==> config.mk <==
export PLATFORM = sky130hd
export DESIGN_NAME = aclint_timer_and_soft_interrupt
export DESIGN_NICKNAME = d
export VERILOG_FILES = /design/src/rtl/aclint_pkg.sv /design/src/rtl/aclint_timer_and_soft_interrupt.sv /design/src/rtl/aclint_dec.sv /design/src/rtl/aclint_regs.sv /design/src/rtl/aclint_irq.sv
export SDC_FILE = /design/constraint.sdc
export NUM_CORES = 1
export LEC_CHECK = 0
export BUFFER_PORTS_ARGS = -buffer_cell sky130_fd_sc_hd__buf_2
export CELL_PAD_IN_SITES_DETAIL_PLACEMENT = 2
export CELL_PAD_IN_SITES_GLOBAL_PLACEMENT = 2
export CORE_ASPECT_RATIO = 0.9
export CORE_MARGIN = 5
export CORE_UTILIZATION = 46
export DETAILED_ROUTE_END_ITERATION = 10
export PLACE_DENSITY = 0.87
export SYNTH_ARGS = -nofsm -noshare
export SYNTH_HDL_FRONTEND = slang
export SYNTH_SLANG_ARGS = --single-unit
==> constraint.sdc <==
create_clock -name clk -period 6.2 [get_ports clk]
set_input_delay 0.62 -clock clk [delete_from_list [all_inputs] [get_ports clk]]
set_output_delay 0.62 -clock clk [all_outputs]
set_load 0.03 [all_outputs]
==> src/rtl/aclint_pkg.sv <==
// shared types and constants for the aclint timer and software interrupt block
// no dependencies
`timescale 1ns / 1ps

package aclint_pkg;

	localparam int HARTS_DEF = 4;
	localparam int OFFSET_W  = 15;
	localparam int DATA_W    = 64;
	localparam int LVL_W     = 4;
	localparam int TIDX_W    = 12;   // timer register index, offset >> 3
	localparam int SIDX_W    = 13;   // msip register index, offset >> 2

	localparam logic [1:0] OP_TICK  = 2'd0;
	localparam logic [1:0] OP_READ  = 2'd1;
	localparam logic [1:0] OP_WRITE = 2'd2;

	localparam logic [TIDX_W-1:0] MTIME_IDX = 12'hfff;   // byte offset 0x7ff8

	// decoded access of one word
	typedef struct packed {
		logic tick;
		logic rd;
		logic wr;
		logic sel_mtime;
		logic sel_cmp;
		logic sel_msip;
	} acc_t;

endpackage

==> src/rtl/aclint_timer_and_soft_interrupt.sv <==
// aclint machine timer and machine software interrupt block, top level
// a word passes the input register, the state and read data registers, then the result register
// throughput: one word per cycle, busy never rises; the receiver cannot stall
// reset: async active low; mtime zero, every mtimecmp all ones, msip bits cleared
// depends on aclint_pkg, aclint_dec, aclint_regs, aclint_irq
`timescale 1ns / 1ps

module aclint_timer_and_soft_interrupt import aclint_pkg::*; #(
	parameter int HARTS = HARTS_DEF
) (
	input  logic                clk,
	input  logic                arst_n,
	input  logic                start,
	output logic                busy,
	input  logic [1:0]          op,
	input  logic                region,
	input  logic [OFFSET_W-1:0] offset,
	input  logic [DATA_W-1:0]   wdata,
	output logic                done,
	output logic [DATA_W-1:0]   rdata,
	output logic [LVL_W-1:0]    mtip,
	output logic [LVL_W-1:0]    msip
);

	// hart index width, at least one bit so a single hart still elaborates
	localparam int HIDX_W = (HARTS > 1) ? $clog2(HARTS) : 1;

	logic                valid_s1;
	logic [1:0]          op_s1;
	logic                region_s1;
	logic [OFFSET_W-1:0] offset_s1;
	logic [DATA_W-1:0]   wdata_s1;

	acc_t                acc;
	logic [HIDX_W-1:0]   hart;

	logic [DATA_W-1:0]   mtime_q;
	logic [DATA_W-1:0]   mtimecmp_q [HARTS];
	logic [HARTS-1:0]    msip_q;
	logic [DATA_W-1:0]   rdata_s2;
	logic                done_s2;

	// every cycle is free to take a word: the whole access fits one stage
	assign busy = 1'b0;

	// input register: control is reset, payload is not
	always_ff @(posedge clk or negedge arst_n) begin
		if (!arst_n) begin
			valid_s1 <= 1'b0;
		end else begin
			valid_s1 <= start && !busy;
		end
	end

	always_ff @(posedge clk) begin
		if (start && !busy) begin
			op_s1     <= op;
			region_s1 <= region;
			offset_s1 <= offset;
			wdata_s1  <= wdata;
		end
	end

	// decode the registered word into register selects and a hart index
	aclint_dec #(
		.HARTS  (HARTS),
		.HIDX_W (HIDX_W)
	) u_dec (
		.op     (op_s1),
		.region (region_s1),
		.offset (offset_s1),
		.acc    (acc),
		.hart   (hart)
	);

	// state update and read data; the state registers then hold the levels
	// that follow this word, so the compare in the next stage sees them
	aclint_regs #(
		.HARTS  (HARTS),
		.HIDX_W (HIDX_W)
	) u_regs (
		.clk        (clk),
		.arst_n     (arst_n),
		.valid_s1   (valid_s1),
		.acc        (acc),
		.hart       (hart),
		.wdata_s1   (wdata_s1),
		.mtime_q    (mtime_q),
		.mtimecmp_q (mtimecmp_q),
		.msip_q     (msip_q),
		.rdata_s2   (rdata_s2),
		.done_s2    (done_s2)
	);

	// parallel per-hart compare and the result register; a following word
	// updates the state at the same edge this one samples it, so the levels
	// are exactly those after this word
	aclint_irq #(
		.HARTS (HARTS)
	) u_irq (
		.clk        (clk),
		.arst_n     (arst_n),
		.done_s2    (done_s2),
		.rdata_s2   (rdata_s2),
		.mtime_q    (mtime_q),
		.mtimecmp_q (mtimecmp_q),
		.msip_q     (msip_q),
		.done_q     (done),
		.rdata_q    (rdata),
		.mtip_q     (mtip),
		.msip_lvl_q (msip)
	);

endmodule

==> src/rtl/aclint_dec.sv <==
// address and operation decode of one word
// depends on aclint_pkg
`timescale 1ns / 1ps

module aclint_dec import aclint_pkg::*; #(
	parameter int HARTS  = HARTS_DEF,
	parameter int HIDX_W = 2
) (
	input  logic [1:0]          op,
	input  logic                region,
	input  logic [OFFSET_W-1:0] offset,
	output acc_t                acc,
	output logic [HIDX_W-1:0]   hart
);

	logic [TIDX_W-1:0] tidx;
	logic [SIDX_W-1:0] sidx;

	assign tidx = offset[OFFSET_W-1:3];
	assign sidx = offset[OFFSET_W-1:2];

	always_comb begin
		acc = '0;
		unique case (op)
			OP_TICK:  acc.tick = 1'b1;
			OP_READ:  acc.rd   = 1'b1;
			OP_WRITE: acc.wr   = 1'b1;
			default:  acc      = '0;
		endcase
		acc.sel_mtime = !region && (tidx == MTIME_IDX);
		acc.sel_cmp   = !region && (tidx < TIDX_W'(HARTS));
		acc.sel_msip  = region && (sidx < SIDX_W'(HARTS));
	end

	assign hart = region ? sidx[HIDX_W-1:0] : tidx[HIDX_W-1:0];

endmodule

==> src/rtl/aclint_regs.sv <==
// mtime, mtimecmp and msip state with the read data register
// depends on aclint_pkg
`timescale 1ns / 1ps

module aclint_regs import aclint_pkg::*; #(
	parameter int HARTS  = HARTS_DEF,
	parameter int HIDX_W = 2
) (
	input  logic              clk,
	input  logic              arst_n,
	input  logic              valid_s1,
	input  acc_t              acc,
	input  logic [HIDX_W-1:0] hart,
	input  logic [DATA_W-1:0] wdata_s1,
	output logic [DATA_W-1:0] mtime_q,
	output logic [DATA_W-1:0] mtimecmp_q [HARTS],
	output logic [HARTS-1:0]  msip_q,
	output logic [DATA_W-1:0] rdata_s2,
	output logic              done_s2
);

	logic [DATA_W-1:0] rd_val;

	// read mux, out-of-range offsets read zero
	always_comb begin
		rd_val = '0;
		if (acc.rd) begin
			if (acc.sel_mtime) begin
				rd_val = mtime_q;
			end else if (acc.sel_cmp) begin
				rd_val = mtimecmp_q[hart];
			end else if (acc.sel_msip) begin
				rd_val = DATA_W'(msip_q[hart]);
			end
		end
	end

	always_ff @(posedge clk or negedge arst_n) begin
		if (!arst_n) begin
			mtime_q <= '0;
			msip_q  <= '0;
			done_s2 <= 1'b0;
			for (int h = 0; h < HARTS; h++) begin
				mtimecmp_q[h] <= '1;
			end
		end else begin
			done_s2 <= valid_s1;
			if (valid_s1) begin
				if (acc.tick) begin
					mtime_q <= mtime_q + DATA_W'(1);
				end
				if (acc.wr) begin
					if (acc.sel_mtime) begin
						mtime_q <= wdata_s1;
					end else if (acc.sel_cmp) begin
						mtimecmp_q[hart] <= wdata_s1;
					end else if (acc.sel_msip) begin
						msip_q[hart] <= wdata_s1[0];
					end
				end
			end
		end
	end

	always_ff @(posedge clk) begin
		rdata_s2 <= rd_val;
	end

endmodule

==> src/rtl/aclint_irq.sv <==
// per-hart timer compare and the result register
// depends on aclint_pkg
`timescale 1ns / 1ps

module aclint_irq import aclint_pkg::*; #(
	parameter int HARTS = HARTS_DEF
) (
	input  logic              clk,
	input  logic              arst_n,
	input  logic              done_s2,
	input  logic [DATA_W-1:0] rdata_s2,
	input  logic [DATA_W-1:0] mtime_q,
	input  logic [DATA_W-1:0] mtimecmp_q [HARTS],
	input  logic [HARTS-1:0]  msip_q,
	output logic              done_q,
	output logic [DATA_W-1:0] rdata_q,
	output logic [LVL_W-1:0]  mtip_q,
	output logic [LVL_W-1:0]  msip_lvl_q
);

	logic [LVL_W-1:0] mtip_d;
	logic [LVL_W-1:0] msip_d;

	// harts above the visible field width keep state but are not reported
	always_comb begin
		mtip_d = '0;
		msip_d = '0;
		for (int h = 0; h < LVL_W; h++) begin
			if (h < HARTS) begin
				mtip_d[h] = (mtimecmp_q[h] <= mtime_q);
				msip_d[h] = msip_q[h];
			end
		end
	end

	always_ff @(posedge clk or negedge arst_n) begin
		if (!arst_n) begin
			done_q <= 1'b0;
		end else begin
			done_q <= done_s2;
		end
	end

	always_ff @(posedge clk) begin
		rdata_q    <= rdata_s2;
		mtip_q     <= mtip_d;
		msip_lvl_q <= msip_d;
	end

endmodule

# Word-level counts from Yosys, hierarchy flattened
# Index checks and enable logic that the tools add are counted.
# Widths: inputs -> output; s select.
[word_totals]
regBits = 545
in_bits = 85
out_inout_bits = 74
elab_cells = 64
[op_classes]
add_sub_neg = 1
n_lt_le_gt_ge = 10
n_eq_ne = 3
mux = 21
bitwise_logic = 3
n_reduce_logical = 9
[ops]
columns = ["operator", "n"]
rows = [
  ["$mux 64", 8],
  ["$bwmux 256", 1],
  ["$le 64x64->1", 4],
  ["$bmux 64 s2", 1],
  ["$demux 64 s2", 1],
  ["$add 64x1->64 const B", 1],
  ["$lt 13x3->1 const B", 1],
  ["$eq 12x12->1 const B", 1],
  ["$lt 12x3->1 const B", 1],
  ["$mux 1", 6],
  ["$logic_and 1x1->1", 5],
  ["$reduce_and 5->1", 1],
  ["$bwmux 4", 1],
  ["$reduce_and 4->1", 1],
  ["$ge 3x3->1 const B", 1],
  ["$lt 2x3->1 const B", 1],
  ["$lt 3x1->1 const B", 1],
  ["$not 2->3", 1],
  ["$bmux 1 s2", 1],
  ["$demux 1 s2", 1],
  ["$eq 2x1->1 const B", 1],
  ["$eq 2x2->1 const B", 1],
  ["$ge 2x1->1 const B", 1],
  ["$logic_not 2->1", 1],
  ["other kinds (3)", 4],
]

# Logic depth before layout (Yosys ltp)
[logic_depth]
depth_word = 7
ltp_mapped = 9
mapped_depth_nobuf = 8

# Cells and area by module
# A second synthesis with hierarchy kept.
[hier_totals]
hier_cells = 2357
area_unflattened_um2 = 28066.9
[modules_own_cells]
columns = ["module", "instances", "cells_per_inst", "area_per_inst_um2", "seq_area_each_um2"]
rows = [
  ["aclint_regs", 1, 1455, 18246.2, 9734.3],
  ["aclint_irq", 1, 801, 7196.9, 1466.4],
  ["aclint_timer_and_soft_interrupt", 1, 85, 2498.6, 2487.4],
  ["aclint_dec", 1, 16, 125.1, 0.0],
]

# Worst setup path before layout
# No wires, ideal clock.
[synth_path]
path_type = "register to register"
startpoint = "register u_regs.mtime_q[0]"
endpoint = "register u_regs.mtime_q[56]"
setup_ps = 87
arrival_ps = 2401
t_required_ps = 6113
slack_ps = 3712
stages_incl_launch_ff = 9
n_path_buf = 1
synth_period_minus_slack_ps = 2488
path_cell_list = "dfrtp_1 -> ha_1 -> nand4bb_1 -> or2_1 -> or4_1 -> buf_2 -> nor4_1 -> mux2_1 -> o211ai_1"
[synth_between]
elab_chain_len = 4
[synth_lines]
columns = ["element", "line_no", "text"]
rows = [
  ["start: declaration", "aclint_regs.sv:15", "output logic [DATA_W-1:0] mtime_q,"],
  ["start signal: assignment", "aclint_regs.sv:50", "mtime_q <= mtime_q + DATA_W'(1);"],
  ["start signal: assignment", "aclint_regs.sv:54", "mtime_q <= wdata_s1;"],
  ["$add 64x1->64 *", "aclint_regs.sv:50", ""],
  ["$mux 64 *", "aclint_regs.sv:49", "if (acc.tick) begin"],
  ["$mux 64", "aclint_regs.sv:53", "if (acc.sel_mtime) begin"],
  ["$mux 64 *", "aclint_regs.sv:52", "if (acc.wr) begin"],
]
# Mark *: on every way between the ends. The rest lies on a longest branch, timed or not.
# A chain may end at the register's enable or synchronous reset.

# Worst setup path after layout
[layout_path]
startpoint = "register u_regs.mtime_q[41]"
endpoint = "register u_irq.mtip_q[1]"
[layout_between]
elab_chain_len = 1
[layout_lines]
columns = ["element", "line_no", "text"]
rows = [
  ["$le 64x64->1", "aclint_irq.sv:30", "mtip_d[h] = (mtimecmp_q[h] <= mtime_q);"],
  ["via u_irq.mtip_d[1]", "aclint_irq.sv:21", "logic [LVL_W-1:0] mtip_d;"],
  ["end signal: assignment", "aclint_irq.sv:46", "mtip_q <= mtip_d;"],
  ["end: declaration", "aclint_irq.sv:17", "output logic [LVL_W-1:0] mtip_q,"],
]
# The timed path passes the listed nets, and every way through them passes these cells.

==> flow_metrics.env <==
export IMPL_drive_above_1_share_pct=35.8
export IMPL_multiInputGateArea_mm2=0.0131
export IMPL_path_cells="inv_1, ha_1, a21o_1, a21o_1, a221oi_1, o221ai_1, a211o_1, o21ai_0"
export IMPL_hold_class="in2async"
export IMPL_ctsHtreeMaxLevel=2
export IMPL_rows=84
export IMPL_synth_edf_count=80
export IMPL_required_ns=6.68
export IMPL_finalCritPeriodShare_pct=58.4
export IMPL_overflow=0
export IMPL_endpoint_kind="flip-flop"
export IMPL_track_usage_pct=33.7
export IMPL_ys_ff_latch=543
export IMPL_whs_ns=0.0463
export IMPL_drtIter0Drc=1853
export IMPL_yosysWarnings=0
export IMPL_coreArea_mm2=0.0586
export IMPL_grt_pass1_wl_um=166000
export IMPL_vias_per_cell=6.78
export IMPL_detail_route_antenna_nets=0
export IMPL_cts_resized=0
export IMPL_crit_top_cell="a21o_1"
export IMPL_nNetsFinal=2704
export IMPL_cp_start_kind="flip-flop"
export IMPL_async_flop_share_pct=60.2
export IMPL_initial_core_util_pct=46.6
export IMPL_fmax_mhz=276
export IMPL_max_stage_delay_ns=0.78
export IMPL_drc=0
export IMPL_timing_max_cap_violations=1
export IMPL_clk_pin_slew_ns=0.07
export IMPL_ys_flop_type="dfstp_2"
export IMPL_status="finished, violations left"
export IMPL_syn_area_mm2=0.0273
export IMPL_cts_setup_buffers=0
export IMPL_portBuffers=155
export IMPL_crit_fanout=6
export IMPL_clk_latency_ns=0.64
export IMPL_peakVddDrop_mv=0.207
export IMPL_setup_tns_ns=0
export IMPL_cp_num_buf_inv=1
export IMPL_power_leakage_uw=0.0132
export IMPL_die_area_mm2=0.0644
export IMPL_synth_area_leader_cell="dfstp_2"
export IMPL_synth_top_area_share_pct=24.6
export IMPL_min_period_ns=3.62
export IMPL_critPathArrivalTime_ns=4.10
export IMPL_die_width_um=267
export IMPL_routedWlPerCell_um=34.6
export IMPL_violations="max-capacitance violations, max-slew violations"
export IMPL_final_area_mm2=0.0311
export IMPL_postCtsHoldBufs=0
export IMPL_drtPass1Iterations=5
export IMPL_routed_wl_um=110000
export IMPL_cts_tree="yes"
export IMPL_vias=21600
export IMPL_power_density_mw_per_mm2=265
export IMPL_register_area_mm2=0.0136
export IMPL_dpl_instance_area_mm2=0.0290
export IMPL_crit_family="compound AO/OA/AOI/OAI gates"
export IMPL_syn_instance_count=2223
export IMPL_setup_viol=0
export IMPL_max_slew_margin_pct=-0.566
export IMPL_die_h_um=241
export IMPL_hold_viol=0
export IMPL_place_congestion=0.869
export IMPL_synthesis_nets=2565
export IMPL_ys_types=73
export IMPL_fill_cells=5515
export IMPL_num_io_pins=159
export IMPL_path_class="reg2reg"
export IMPL_clock_sinks=543
export IMPL_grt_pass1_vias=24800
export IMPL_crit_path_top_delay_cell="a221oi_1"
export IMPL_cts_made_buffers=59
export IMPL_postSynthAreaPerCell_um2=12.3
export IMPL_yosysSeqAreaShare_pct=49.9
export IMPL_maxSlewViolCount=1
export IMPL_tightest_slew_ns=1.49
export IMPL_place_hpwl_um=66300
export IMPL_synthTopCellsByArea="dfstp_2 (25%), ha_1 (12%), dfxtp_1 (10%)"
export IMPL_syn2layout_area_growth_pct=13.7
export IMPL_grt_max_degree=122
export IMPL_antenna_found_initial=1
export IMPL_skew_ns=0.0312
export IMPL_layout_commonest_cell="ha_1"
export IMPL_cts_max_path_buffers=3
export IMPL_root_buffer="clkbuf_16"
export IMPL_rsz0062_at_grt="false"
export IMPL_final_cell_mix="ha_1 (257), dfstp_2 (256), mux2_2 (238), a21oi_1 (190), buf_2 (153)"
[where the power goes]
group	switching (uW)	leakage (uW)	internal, uW	total [uW]
Sequential	119	0.00548	3680	3800
Clock	1630	0.00102	2300	3930
Combinational	359	0.00668	157	516
Total	2110	0.0132	6140	8250
[cell families after synthesis]
family                     count (synthesis)  synth area share, %
muxes                                    332                 16.3
AOI/OAI and AO/OA                        499                 11.5
other                                      1               0.0137
adders and majority gates                257                 11.8
DFF                                      543                 49.9
and+or+nand+nor                          415                 7.97
buffers and inverters                    176                 2.60
[worst register-to-register path: stages (launching register included)]
cell and delay (ns):
dfrtp_1 0.48, inv_1 0.17, ha_1 0.35, a21o_1 0.20, a21o_1 0.20, a221oi_1 0.78
o221ai_1 0.37, a211o_1 0.40, o21ai_0 0.51
[sequential cells by signal, indices dropped and copies added, names as in the netlist]
signal and count:
u_regs.rdata_s2 64, u_regs.mtimecmp_q 256, region_s1 1, u_irq.rdata_q 64, op_s1 2, u_irq.mtip_q 4
valid_s1 1, offset_s1 13, wdata_s1 64, u_regs.mtime_q 64, u_irq.done_q 1, u_regs.msip_q 4
u_regs.done_s2 1, u_irq.msip_lvl_q 4
[cell usage after synthesis (4+ instances only)]
| master | number |
|---|---|
| o22ai_1 | 28 |
| nor4_1 | 21 |
| dfrtp_1 | 71 |
| a22oi_1 | 68 |
| edfxtp_1 | 80 |
| a21oi_1 | 190 |
| or2_2 | 4 |
| or3_1 | 5 |
| dfxtp_1 | 136 |
| nand2_1 | 95 |
| nor3_1 | 19 |
| nand4_1 | 58 |
| mux2_1 | 24 |
| a211oi_1 | 10 |
| dfstp_2 | 256 |
| o21ai_0 | 70 |
| nand2b_1 | 7 |
| o21bai_1 | 5 |
| nor2b_1 | 13 |
| and3_1 | 9 |
| a221oi_1 | 7 |
| buf_1 | 10 |
| buf_2 | 34 |
| o32ai_1 | 10 |
| ha_1 | 257 |
| or4_1 | 8 |
| a221o_1 | 4 |
| a21o_1 | 42 |
| mux2_2 | 239 |
| nor2_1 | 93 |
| nor3_2 | 5 |
| nand3_1 | 44 |
| o31ai_1 | 14 |
| clkbuf_1 | 53 |
| o41ai_1 | 4 |
| mux2i_1 | 5 |
| o211ai_1 | 11 |
| inv_1 | 77 |
| nor4_2 | 4 |
| mux4_2 | 64 |
| o21ai_1 | 4 |
| and4_1 | 14 |
| o221ai_1 | 4 |
[routing by layer]
metal	GRT usage [%]	part of all wire, %	vias to the layer above
li1	-	-	8750
met1	40.0	38	11300
met2	58.1	49	1089
met3	6.14	6.3	474
met4	19.1	6.4	2
met5	0	0.0073	-
[per-stage QoR]
| stage | utilization (%) | cells | power, uW | setup WS [ns] |
|---|---|---|---|---|
| 2_1_floorplan | - | 2223 | 4040 | 3.71 |
| 5_1_grt | 53.0 | 3186 | 8480 | 2.57 |
| 4_1_cts | 53.0 | 3186 | 8280 | 2.74 |
| 6_report | 53.0 | 3187 | 8250 | 2.58 |
| 3_5_place_dp | 49.4 | 3075 | 4320 | 2.81 |
| 3_3_place_gp | 49.4 | 3075 | 4260 | 3.00 |
[worst paths after layout]
check	slack [ns]	startpoint	depth (start not counted)	end
worst max-delay path	2.58	u_regs.mtime_q[41]	8	u_irq.mtip_q[1]
worst min-delay path	0.05	arst_n	1	u_regs.mtime_q[42]
worst max register to register	2.58	u_regs.mtime_q[41]	8	u_irq.mtip_q[1]
worst min register to register	0.33	u_regs.rdata_s2[45]	0	u_irq.rdata_q[45]
max in group asynchronous	4.36	arst_n	2	valid_s1
min in group clk	0.15	wdata[2]	1	wdata_s1[2]
[final cells by class]
type / instances / area share, %
Inverter: 77 / 0.930
Clock inverter: 29 / 1.26
Clock buffer: 82 / 5.50
Antenna cell: 1 / 0.00805
Timing Repair Buffer: 177 / 3.31
Multi-Input combinational cell: 1504 / 42.0
Tap cell: 774 / 3.12
Sequential cell: 543 / 43.9
No activity file was read; power rests on OpenSTA's default activity.
